<file path="src/rtl/ldpf_pkg.sv">
// Package for the line-delimited packet FIFO core.
// Holds transaction payload structs, status and command codes, and controller states.
// No dependencies.
package ldpf_pkg;

   localparam int BUFFER_SIZE_DEF = 64;
   localparam int BYTE_W          = 8;
   localparam int RUN_LEN_W       = 7;
   localparam int MAX_LEN_W       = 16;
   localparam int PKT_LEN_W       = 6;
   localparam int STATUS_W        = 3;
   localparam logic [BYTE_W-1:0] DELIMITER_RESET = 8'd10;

   localparam logic CMD_PUSH = 1'b0;
   localparam logic CMD_GET  = 1'b1;

   typedef enum logic [STATUS_W-1:0] {
      STAT_OK              = 3'd0,
      STAT_NO_NEW_DATA     = 3'd1,
      STAT_NO_DELIM        = 3'd2,
      STAT_NO_DELIM_FULL   = 3'd3,
      STAT_PACKET_TOO_LONG = 3'd4,
      STAT_RUN_TOO_LONG    = 3'd5,
      STAT_FULL            = 3'd6
   } status_type;

   typedef enum logic [1:0] {
      S_IDLE,
      S_SEARCH,
      S_CHECK,
      S_EMIT
   } state_type;

   typedef struct packed {
      logic                 cmd;
      logic [BYTE_W-1:0]    data_byte;
      logic                 run_first;
      logic [RUN_LEN_W-1:0] run_length;
      logic [MAX_LEN_W-1:0] max_length;
   } req_type;

   typedef struct packed {
      logic [STATUS_W-1:0]  status;
      logic [BYTE_W-1:0]    packet_byte;
      logic [PKT_LEN_W-1:0] packet_length;
      logic                 last;
   } rsp_type;

endpackage

</file>
<file path="src/rtl/line_delimited_packet_fifo_core.sv">
// Top level of the line-delimited packet FIFO: controller, indices, counts, delimiter register.
// Depends on ldpf_pkg and ldpf_ring_ram.
//
//   channel  | ports                                 | handshake
//   ---------+---------------------------------------+--------------------------------
//   request  | start, busy, req_payload              | taken when start && !busy
//   response | rsp_strobe, rsp_payload               | one strobe per result, no stall
//   csr      | csr_wr_en, csr_wr_data                | delimiter written when csr_wr_en
//
// Push transaction: busy stays low; the status of a first byte shows the next cycle.
// Get transaction: busy while the controller searches the store byte by byte and then emits
// the packet bytes, paced by the single read port of the ring store and its registered read
// data; each packet byte passes the read register and then the response register.
// Reset clears head, tail and search indices, fill and search counts and flags, not the store.
// The receiver cannot stall; busy holds requests off while a get walks the store.
module line_delimited_packet_fifo_core
   import ldpf_pkg::*;
#(
   parameter int BUFFER_SIZE = BUFFER_SIZE_DEF
) (
   input  logic              clock,
   input  logic              reset,
   input  logic              start,
   output logic              busy,
   input  req_type           req_payload,
   output logic              rsp_strobe,
   output rsp_type           rsp_payload,
   input  logic              csr_wr_en,
   input  logic [BYTE_W-1:0] csr_wr_data
);

   localparam int PW = $clog2(BUFFER_SIZE);
   localparam int CW = $clog2(BUFFER_SIZE + 1);
   localparam logic [PW-1:0] PTR_LAST = PW'(BUFFER_SIZE - 1);

   function automatic logic [PW-1:0] ptr_inc(input logic [PW-1:0] p);
      ptr_inc = (p == PTR_LAST) ? '0 : p + PW'(1);
   endfunction

   function automatic logic [PW-1:0] ptr_add(input logic [PW-1:0] p, input logic [CW-1:0] n);
      logic [PW+CW-1:0] sum;
      sum = (PW+CW)'(p) + (PW+CW)'(n);
      if (sum >= (PW+CW)'(BUFFER_SIZE)) begin
         sum = sum - (PW+CW)'(BUFFER_SIZE);
      end
      ptr_add = sum[PW-1:0];
   endfunction

   state_type state_ff, state_in;

   logic [PW-1:0]        head_ff, head_in;
   logic [PW-1:0]        tail_ff, tail_in;
   logic [PW-1:0]        search_ff, search_in;
   logic [PW-1:0]        emit_ptr_ff, emit_ptr_in;
   logic [CW-1:0]        fill_ff, fill_in;
   logic [CW-1:0]        unsearched_ff, unsearched_in;
   logic [CW-1:0]        searched_ff, searched_in;
   logic                 fresh_ff, fresh_in;
   logic                 run_acc_ff, run_acc_in;
   logic [RUN_LEN_W-1:0] run_rem_ff, run_rem_in;
   logic [BYTE_W-1:0]    delim_ff;
   logic [MAX_LEN_W-1:0] maxlen_ff, maxlen_in;
   logic [PKT_LEN_W-1:0] pkt_len_ff, pkt_len_in;
   logic [PKT_LEN_W-1:0] emit_cnt_ff, emit_cnt_in;
   logic                 emit_vld_ff, emit_vld_in;
   logic                 emit_last_ff, emit_last_in;
   logic                 rsp_strobe_ff, rsp_strobe_in;
   rsp_type              rsp_ff, rsp_in;

   logic                 accept;
   logic                 found;
   logic                 too_long;
   logic                 emit_done;
   logic                 wr_en;
   logic [PW-1:0]        rd_addr;
   logic [BYTE_W-1:0]    rd_data;

   ldpf_ring_ram #(
      .DEPTH (BUFFER_SIZE),
      .AW    (PW)
   ) u_ring (
      .clock   (clock),
      .wr_en   (wr_en),
      .wr_addr (head_ff),
      .wr_data (req_payload.data_byte),
      .rd_addr (rd_addr),
      .rd_data (rd_data)
   );

   assign busy      = (state_ff != S_IDLE) || emit_vld_ff;
   assign accept    = start && !busy;
   assign found     = (rd_data == delim_ff);
   assign too_long  = (maxlen_ff < MAX_LEN_W'(searched_ff));
   assign emit_done = ((emit_cnt_ff + PKT_LEN_W'(1)) == pkt_len_ff);
   assign rd_addr   = (state_ff == S_EMIT) ? emit_ptr_ff : search_ff;

   always_comb begin
      state_in = state_ff;
      case (state_ff)
         S_IDLE: begin
            if (accept && (req_payload.cmd == CMD_GET) && fresh_ff) begin
               state_in = S_SEARCH;
            end
         end
         S_SEARCH: begin
            state_in = (unsearched_ff == '0) ? S_IDLE : S_CHECK;
         end
         S_CHECK: begin
            if (!found) begin
               state_in = S_SEARCH;
            end else if (too_long) begin
               state_in = S_IDLE;
            end else begin
               state_in = S_EMIT;
            end
         end
         S_EMIT: begin
            if (emit_done) begin
               state_in = S_IDLE;
            end
         end
         default: state_in = S_IDLE;
      endcase
   end

   always_comb begin
      logic                 acc;
      logic [RUN_LEN_W-1:0] rem;
      logic [CW-1:0]        fill_left;
      acc           = run_acc_ff;
      rem           = run_rem_ff;
      fill_left     = '0;
      head_in       = head_ff;
      tail_in       = tail_ff;
      search_in     = search_ff;
      emit_ptr_in   = emit_ptr_ff;
      fill_in       = fill_ff;
      unsearched_in = unsearched_ff;
      searched_in   = searched_ff;
      fresh_in      = fresh_ff;
      run_acc_in    = run_acc_ff;
      run_rem_in    = run_rem_ff;
      maxlen_in     = maxlen_ff;
      pkt_len_in    = pkt_len_ff;
      emit_cnt_in   = emit_cnt_ff;
      emit_vld_in   = 1'b0;
      emit_last_in  = 1'b0;
      wr_en         = 1'b0;
      rsp_strobe_in = 1'b0;
      rsp_in        = '{status: STAT_OK, packet_byte: '0, packet_length: '0, last: 1'b1};

      case (state_ff)
         S_IDLE: begin
            if (accept && (req_payload.cmd == CMD_GET)) begin
               maxlen_in = req_payload.max_length;
               if (!fresh_ff) begin
                  rsp_strobe_in = 1'b1;
                  rsp_in.status = STAT_NO_NEW_DATA;
               end
            end else if (accept) begin
               if (req_payload.run_first) begin
                  rsp_strobe_in = 1'b1;
                  rem           = req_payload.run_length;
                  if ({1'b0, req_payload.run_length} > 8'(BUFFER_SIZE)) begin
                     rsp_in.status = STAT_RUN_TOO_LONG;
                     acc           = 1'b0;
                  end else if ((8'(fill_ff) + 8'(req_payload.run_length)) >= 8'(BUFFER_SIZE)) begin
                     rsp_in.status = STAT_FULL;
                     acc           = 1'b0;
                  end else begin
                     rsp_in.status = STAT_OK;
                     acc           = 1'b1;
                     fresh_in      = 1'b1;
                  end
               end
               run_acc_in = acc;
               run_rem_in = rem;
               if (rem != '0) begin
                  run_rem_in = rem - RUN_LEN_W'(1);
                  if (acc && (fill_ff < CW'(BUFFER_SIZE - 1))) begin
                     wr_en         = 1'b1;
                     head_in       = ptr_inc(head_ff);
                     fill_in       = fill_ff + CW'(1);
                     unsearched_in = unsearched_ff + CW'(1);
                     fresh_in      = 1'b1;
                  end
               end
            end
         end
         S_SEARCH: begin
            if (unsearched_ff == '0) begin
               rsp_strobe_in = 1'b1;
               rsp_in.status = (fill_ff >= CW'(BUFFER_SIZE)) ? STAT_NO_DELIM_FULL
                                                              : STAT_NO_DELIM;
            end else begin
               search_in     = ptr_inc(search_ff);
               unsearched_in = unsearched_ff - CW'(1);
               searched_in   = searched_ff + CW'(1);
            end
         end
         S_CHECK: begin
            if (found && too_long) begin
               search_in     = tail_ff;
               searched_in   = '0;
               unsearched_in = fill_ff;
               if (fill_ff == '0) begin
                  fresh_in = 1'b0;
               end
               rsp_strobe_in = 1'b1;
               rsp_in.status = STAT_PACKET_TOO_LONG;
            end else if (found) begin
               fill_left   = (fill_ff >= searched_ff) ? fill_ff - searched_ff : '0;
               tail_in     = ptr_add(tail_ff, searched_ff);
               fill_in     = fill_left;
               searched_in = '0;
               if (fill_left == '0) begin
                  fresh_in = 1'b0;
               end
               emit_ptr_in = tail_ff;
               emit_cnt_in = '0;
               pkt_len_in  = PKT_LEN_W'(searched_ff);
            end
         end
         S_EMIT: begin
            emit_ptr_in  = ptr_inc(emit_ptr_ff);
            emit_cnt_in  = emit_cnt_ff + PKT_LEN_W'(1);
            emit_vld_in  = 1'b1;
            emit_last_in = emit_done;
         end
         default: ;
      endcase

      if (emit_vld_ff) begin
         rsp_strobe_in = 1'b1;
         rsp_in        = '{status: STAT_OK, packet_byte: rd_data,
                           packet_length: pkt_len_ff, last: emit_last_ff};
      end
   end

   always_ff @(posedge clock) begin
      if (reset) begin
         state_ff      <= S_IDLE;
         head_ff       <= '0;
         tail_ff       <= '0;
         search_ff     <= '0;
         fill_ff       <= '0;
         unsearched_ff <= '0;
         searched_ff   <= '0;
         fresh_ff      <= 1'b0;
         run_acc_ff    <= 1'b0;
         run_rem_ff    <= '0;
         emit_vld_ff   <= 1'b0;
         rsp_strobe_ff <= 1'b0;
      end else begin
         state_ff      <= state_in;
         head_ff       <= head_in;
         tail_ff       <= tail_in;
         search_ff     <= search_in;
         fill_ff       <= fill_in;
         unsearched_ff <= unsearched_in;
         searched_ff   <= searched_in;
         fresh_ff      <= fresh_in;
         run_acc_ff    <= run_acc_in;
         run_rem_ff    <= run_rem_in;
         emit_vld_ff   <= emit_vld_in;
         rsp_strobe_ff <= rsp_strobe_in;
      end
   end

   always_ff @(posedge clock) begin
      if (reset) begin
         delim_ff <= DELIMITER_RESET;
      end else if (csr_wr_en) begin
         delim_ff <= csr_wr_data;
      end
   end

   always_ff @(posedge clock) begin
      emit_ptr_ff  <= emit_ptr_in;
      maxlen_ff    <= maxlen_in;
      pkt_len_ff   <= pkt_len_in;
      emit_cnt_ff  <= emit_cnt_in;
      emit_last_ff <= emit_last_in;
      rsp_ff       <= rsp_in;
   end

   assign rsp_strobe  = rsp_strobe_ff;
   assign rsp_payload = rsp_ff;

endmodule

</file>
<file path="src/rtl/ldpf_ring_ram.sv">
// Byte ring store: one write port, one read port, registered read data.
// Depends on ldpf_pkg for the byte width.
module ldpf_ring_ram
   import ldpf_pkg::*;
#(
   parameter int DEPTH = BUFFER_SIZE_DEF,
   parameter int AW    = $clog2(DEPTH)
) (
   input  logic              clock,
   input  logic              wr_en,
   input  logic [AW-1:0]     wr_addr,
   input  logic [BYTE_W-1:0] wr_data,
   input  logic [AW-1:0]     rd_addr,
   output logic [BYTE_W-1:0] rd_data
);

   logic [BYTE_W-1:0] mem_ff [DEPTH];
   logic [BYTE_W-1:0] rd_data_ff;

   always_ff @(posedge clock) begin
      if (wr_en) begin
         mem_ff[wr_addr] <= wr_data;
      end
   end

   always_ff @(posedge clock) begin
      rd_data_ff <= mem_ff[rd_addr];
   end

   assign rd_data = rd_data_ff;

endmodule
</file>
<file path="config.mk">
export PLATFORM = sky130hd
export DESIGN_NAME = line_delimited_packet_fifo_core
export DESIGN_NICKNAME = d
export VERILOG_FILES = /design/src/rtl/ldpf_pkg.sv /design/src/rtl/line_delimited_packet_fifo_core.sv /design/src/rtl/ldpf_ring_ram.sv
export SDC_FILE = /design/constraint.sdc
export NUM_CORES = 1
export LEC_CHECK = 0
export BUFFER_PORTS_ARGS = -buffer_cell sky130_fd_sc_hd__buf_2
export CAP_MARGIN = 0
export CORE_MARGIN = 1
export CORE_UTILIZATION = 45
export DETAILED_ROUTE_END_ITERATION = 8
export PLACE_DENSITY_LB_ADDON = 0.1
export SETUP_SLACK_MARGIN = 0.05
export SLEW_MARGIN = 20
export SYNTH_ARGS = -nofsm -noshare
export SYNTH_HDL_FRONTEND = slang
export SYNTH_SLANG_ARGS = --single-unit
</file>
<file path="constraint.sdc">
create_clock -name clock -period 6.05 [get_ports clock]
set_input_delay 0.605 -clock clock [delete_from_list [all_inputs] [get_ports clock]]
set_output_delay 0.605 -clock clock [all_outputs]
set_load 0.01 [all_outputs]
</file>
# --- After elaboration in Yosys (flattened, before gate mapping) ---
# Memories as Yosys holds them, arrays and structs flattened. A register that Yosys moved wholly into a read port is not among the register bits.
# Cells that the tools add are included.
totals:
  mem_bits_rw: 512
  latch_bits: 0
  register_bits: 113
  memories: 1
  mem_bits_ro: 0
op_classes:
  mul: 0
  n_reduce_logical: 28
  order_cmp: 7
  muxes: 88
  n_eq_ne: 21
  n_addsub: 13
  div: 0
  bitwise: 2
  shifts: 0
mem_list:
  columns: ["name", "words", "width", "read_ports", "rd_ports_with_merged_regs", "write_ports", "line_no", "source"]
  rows:
  - ["u_ring.mem_ff", 64, 8, 1, 1, 1, "ldpf_ring_ram.sv:17", "logic [BYTE_W-1:0] mem_ff [DEPTH];"]
ops:
  columns: ["operator", "count"]
  rows:
  - ["$mux W7", 21]
  - ["$mux W6", 11]
  - ["$pmux W6 S2", 3]
  - ["$mux W1", 34]
  - ["$pmux W7 S2", 2]
  - ["$add A6 B1 Y6 const B", 4]
  - ["$add A7 B1 Y7 const B", 3]
  - ["$logic_not A7 Y1", 3]
  - ["$pmux W7 S3", 1]
  - ["$ne A2 B2 Y1 const B", 10]
  - ["$eq A6 B6 Y1 const B", 3]
  - ["$mux W3", 6]
  - ["$ge A8 B7 Y1 const B", 2]
  - ["$lt A16 B7 Y1", 1]
  - ["$reduce_and A3 Y1", 5]
  - ["$reduce_and A7 Y1", 2]
  - ["$sub A7 B1 Y7 const B", 2]
  - ["$mux W2", 6]
  - ["$ne A3 B3 Y1 const B", 3]
  - ["$pmux W3 S3", 1]
  - ["$add A6 B7 Y8", 1]
  - ["$add A7 B7 Y8", 1]
  - ["$eq A8 B8 Y1", 1]
  - ["$pmux W2 S4", 1]
  - ["other kinds (22)", 32]

# --- Longest topological paths before layout ---
logic_depth:
  ltp_word: 16
  ltp_mapped: 12
  depth_no_buf: 11

# --- Modules after synthesis ---
# A second synthesis with hierarchy kept.
hier_totals:
  cells_unflattened: 1635
  area_unflattened_um2: 26375.3
modules_own_cells:
  columns: ["mod", "seq_area_each_um2", "area_each_um2", "cells_per_inst", "n_inst"]
  rows:
  - ["ldpf_ring_ram", 15534.9, 20190.6, 972, 1]
  - ["line_delimited_packet_fifo_core", 2602.5, 6184.7, 663, 1]

# --- Worst setup path after synthesis ---
# Ideal clock, no wire load.
synth_path:
  path_type: "input to register"
  start: "input port req_payload[23] (netlist bit)"
  end: "memory u_ring.mem_ff[61][0] (enable)"
  stages: 10
  t_arrival_ps: 3062
  setup_slack_ps: 2618
  setup_ps: 371
  cell_sequence: "buf_6 -> clkbuf_1 -> mux2i_1 -> ha_1 -> o221a_2 -> a221oi_2 -> o21ai_2 -> nor2_1 -> nand3b_1 -> nor2_1"
synth_via:
  elab_chain_cells: 12
synth_rtl:
  columns: ["item", "line_no", "source"]
  rows:
  - ["start: declaration", "line_delimited_packet_fifo_core.sv:25", "input req_type req_payload,"]
  - ["$mux W1", "line_delimited_packet_fifo_core.sv:161", "if (req_payload.run_first) begin"]
  - ["$mux W1", "line_delimited_packet_fifo_core.sv:160", "end else if (accept) begin"]
  - ["$mux W1", "line_delimited_packet_fifo_core.sv:154", "if (accept && (req_payload.cmd == CMD_GET)) begin"]
  - ["$mux W1", "line_delimited_packet_fifo_core.sv:152", "case (state_ff)"]
  - ["$logic_and A1 B1 Y1", "line_delimited_packet_fifo_core.sv:180", "if (acc && (fill_ff < CW'(BUFFER_SIZE - 1))) begin"]
  - ["$mux W1", "line_delimited_packet_fifo_core.sv:180", null]
  - ["$mux W1 *", "line_delimited_packet_fifo_core.sv:178", "if (rem != '0) begin"]
  - ["$mux W1 *", "line_delimited_packet_fifo_core.sv:160", null]
  - ["$mux W1 *", "line_delimited_packet_fifo_core.sv:154", null]
  - ["$mux W1 *", "line_delimited_packet_fifo_core.sv:152", null]
  - ["$mux W1 *", "ldpf_ring_ram.sv:21", "if (wr_en) begin"]
  - ["$mux W1 (implied by the code) *", "ldpf_ring_ram.sv:22", "mem_ff[wr_addr] <= wr_data;"]
  - ["end: declaration", "ldpf_ring_ram.sv:17", null]
# Every way passes the cells marked *; elsewhere a longest branch is shown, timed or not. The select of a mux whose other input is x is not followed.

# --- Worst setup path after layout ---
layout_path:
  start: "register state_ff[1]"
  end: "register u_ring.rd_data_ff[6], in the netlist u_ring.rd_data[6] (read register of u_ring.mem_ff)"
layout_via:
  elab_chain_cells: 2
layout_rtl:
  columns: ["item", "line_no", "source"]
  rows:
  - ["start: declaration", "line_delimited_packet_fifo_core.sv:49", "state_type state_ff, state_in;"]
  - ["start signal: assignment", "line_delimited_packet_fifo_core.sv:255", "state_ff <= state_in;"]
  - ["$eq A2 B2 Y1", "line_delimited_packet_fifo_core.sv:95", "assign rd_addr = (state_ff == S_EMIT) ? emit_ptr_ff : search_ff;"]
  - ["$mux W6", "line_delimited_packet_fifo_core.sv:95", null]
  - ["end: declaration", "ldpf_ring_ram.sv:18", "logic [BYTE_W-1:0] rd_data_ff;"]
# No other way between the ends.
# A chain may end at the register's enable or synchronous reset.

==> summary.txt <==
Outcome
  – Status: finished clean

Placement
  – Final GP Congestion: a little under 0.9
  – Port bufs: 64
  – Post-DP HPWL: about 42 mm

CTS
  – Worst skew pair latency: a little over 0.6 ns
  – CTS tree: built
  – Clock Sinks: around 630
  – Post-CTS setup buffer count: 0
  – Worst-path clk slew: around 0.06 ns
  – Hold buffer count at cts: 0
  – Clock root cell: clkbuf_16
  – TritonCTS buffer count: 69
  – Max H-tree Level: 3
  – Clock Path Buffers: 3
  – PostCTS Resize Cnt: 0

Timing
  – Hold Slack: roughly 0.2 ns
  – Max-slew violations: 0
  – Setup Viol. Count Final: 0
  – Fin Setup TNS: 0 ns
  – FMAX: ~230 MHz
  – Min Clock Period, post-route: about 4.3 ns
  – Worst-Margin Slew: roughly 1.0 ns
  – Clock skew: approximately 0.033 ns
  – Slew Limit Headroom: between 30 and 40%
  – Fin crit share: ~70%
  – RSZ-0062 raised after global routing: false
  – Final Hold Violating Endpoints: 0

Global route
  – GR Util met2: a little under two fifths
  – Final global-route overflow total: 0
  – Vias in the first global route: about 17000
  – Pin count of the biggest net entering global routing: around 120
  – Met3 GRT Util: 4.26%
  – First-pass GRT wire length: roughly 100 mm
  – Initial antenna violation count: 3
  – Met1 usage: a little under a third
  – GRT busiest layer: met2
  – GRT Total Usage: between 20% and 30%

Yosys
  – Mean Syn Cell Area: about 13 µm²
  – Share of the synthesized area in the top cell type: just over 60%
  – Count leader, synth: edfxtp_1
  – Largest area contributor in the netlist: edfxtp_1
  – Cell area after synthesis: 26500 µm²
  – Mapped Nets: roughly 2100
  – Warnings from Yosys: 0
  – Mapped Cells: approximately 2000
  – Top FF cell, synth: edfxtp_1
  – Synth cell count leaders: edfxtp_1 (546), nand2_1 (261), mux2i_1 (183), nor2_1 (147), nand3_1 (96)
  – Async S/R FF share, synth: 0%
  – Cell variety after synth: 80
  – Register bit total from synthesis: 633
  – Post-synthesis sequential area ratio: about two thirds
  – Post-synth EDFFs: 546
  – Dominant cells by area after synthesis: edfxtp_1 (62%), mux2i_1 (6.9%), dfxtp_1 (6.6%)

Drt
  – Starting DRC count in detailed routing: ~1200
  – Drt first pass iters: 6
  – Vias per cell: 5.69
  – DRC Markers: 0
  – Total Routed Length: 67.2 mm
  – Via count: 16300
  – Post-route ant nets: 0
  – DR WL/cell: 23.5 µm

Setup path
  – Worst EP arrival: between 4 and 5 ns
  – Critical path type: flop to flop
  – Crit start category: flop
  – CP Data Required Time: roughly 6.5 ns
  – Crit Path Max Fanout: 39
  – Setup crit end kind: flop

Floorplan
  – Core ar.: ~58000 µm²
  – Die area: approximately 60000 µm²
  – Cell Rows: 88
  – # IOs: 65
  – Initial core utilization: 45.7%
  – Chip width: 245 µm
  – Die H: about 240 µm

Power and ir drop
  – Worst vdd ir: 0.000273 V
  – PD cells: 298 nW/µm²
  – Power Total: around 8.9 mW
  – Leakage power: approximately 11 nW

Job
  – Number of max-cap violations: 0

Final layout
  – Share of layout cells above drive strength 1: about a tenth
  – Layout area overhead: 12.1%
  – Nets: approximately 2100

Min path
  – Hold WC Path Type: input port to flop
==> report_power, final <==
group / internal, mW / switching, mW
combinational: 0.0537 / 0.137
sequential: 4.75 / 0.0113
clock: 2.22 / 1.68
==> placed cells by master (no fill, tap or decap), drive strengths merged, types with 38 or more instances in the layout <==
| cell type | netlist | routed |
|---|---|---|
| clkbuf | 60 | 90 |
| nand2 | 261 | 261 |
| buf | 41 | 97 |
| a21oi | 50 | 50 |
| nor2 | 149 | 149 |
| mux2i | 183 | 183 |
| o22ai | 72 | 72 |
| edfxtp | 546 | 546 |
| nand3 | 96 | 96 |
| o21ai | 63 | 63 |
| dfxtp | 87 | 87 |
| ha | 38 | 38 |
==> layer usage <==
layer  up-vias  wire length, µm
li1       7600                -
met1      8088            29500
met2       477            31700
met3       125             3720
met4         0             2230
met5         -                0
==> path summary, 6_finish.rpt <==
check / startpoint / end / slack (ns) / cells after the start
worst max-delay path: state_ff[1] / u_ring.rd_data[6] / 1.75 / 9
worst min-delay path: req_payload[10] / maxlen_ff[10] / 0.20 / 1
worst max register to register: state_ff[1] / u_ring.rd_data[6] / 1.75 / 9
worst min register to register: emit_last_ff / rsp_payload[0] / 0.41 / 1
==> critical path: stages, from the launching register on <==
cell,delay (ns)
dfxtp_1,0.70
and2_1,0.22
buf_4,0.28
mux2i_4,0.90
buf_12,0.36
mux2i_1,0.27
o22ai_1,0.13
o21ai_0,0.47
nand4_1,0.34
a2111o_1,0.45
==> cell type report <==
type                    count  area, µm²
fillers                  4985      28200
flip-flops and latches    633      18100
multi-input cells        1213       7790
clock buffers              90       1830
well taps                 765        957
repair buffers             97        618
clock inverters            33        240
inverters                  29        109
diodes                      2       5.00
==> cell families (layout without fill, tap and decap cells) <==
| kind of cell | Yosys count | count (layout) | synth area share [%] |
|---|---|---|---|
| AO/OA/AOI/OAI | 299 | 299 | 7.63 |
| XOR/XNOR | 44 | 44 | 1.46 |
| adder cells (fa/ha/maj) | 42 | 42 | 2.10 |
| buffers and inverters | 131 | 249 | 2.19 |
| flip-flops | 633 | 633 | 68.5 |
| multiplexers | 186 | 186 | 7.05 |
| other | 0 | 2 | 0 |
| AND/OR/NAND/NOR | 642 | 642 | 11.0 |
==> sequential cells by signal, summed over array words and instances, names as in the netlist, 2 cells and up <==
| signal | count |
|---|---|
| u_ring.mem_ff | 512 |
| rsp_payload | 18 |
| maxlen_ff | 16 |
| delim_ff | 8 |
| u_ring.rd_data | 8 |
| fill_ff | 7 |
| run_rem_ff | 7 |
| searched_ff | 7 |
| unsearched_ff | 7 |
| emit_cnt_ff | 6 |
| emit_ptr_ff | 6 |
| head_ff | 6 |
| pkt_len_ff | 6 |
| search_ff | 6 |
| tail_ff | 6 |
| state_ff | 2 |
==> stage by stage <==
step | std cells | cell area, µm² | worst slack (ns) | utilization (%)
2_1_floorplan | 1977 | 26500 | 2.62 | -
3_3_place_gp | 2737 | 27600 | 1.47 | 47.7
3_5_place_dp | 2737 | 27600 | 1.44 | 47.7
4_1_cts | 2860 | 29700 | 1.81 | 51.2
5_1_grt | 2861 | 29700 | 1.49 | 51.2
6_report | 2862 | 29700 | 1.75 | 51.2
Note: power is estimated with default switching activity, not from simulation.
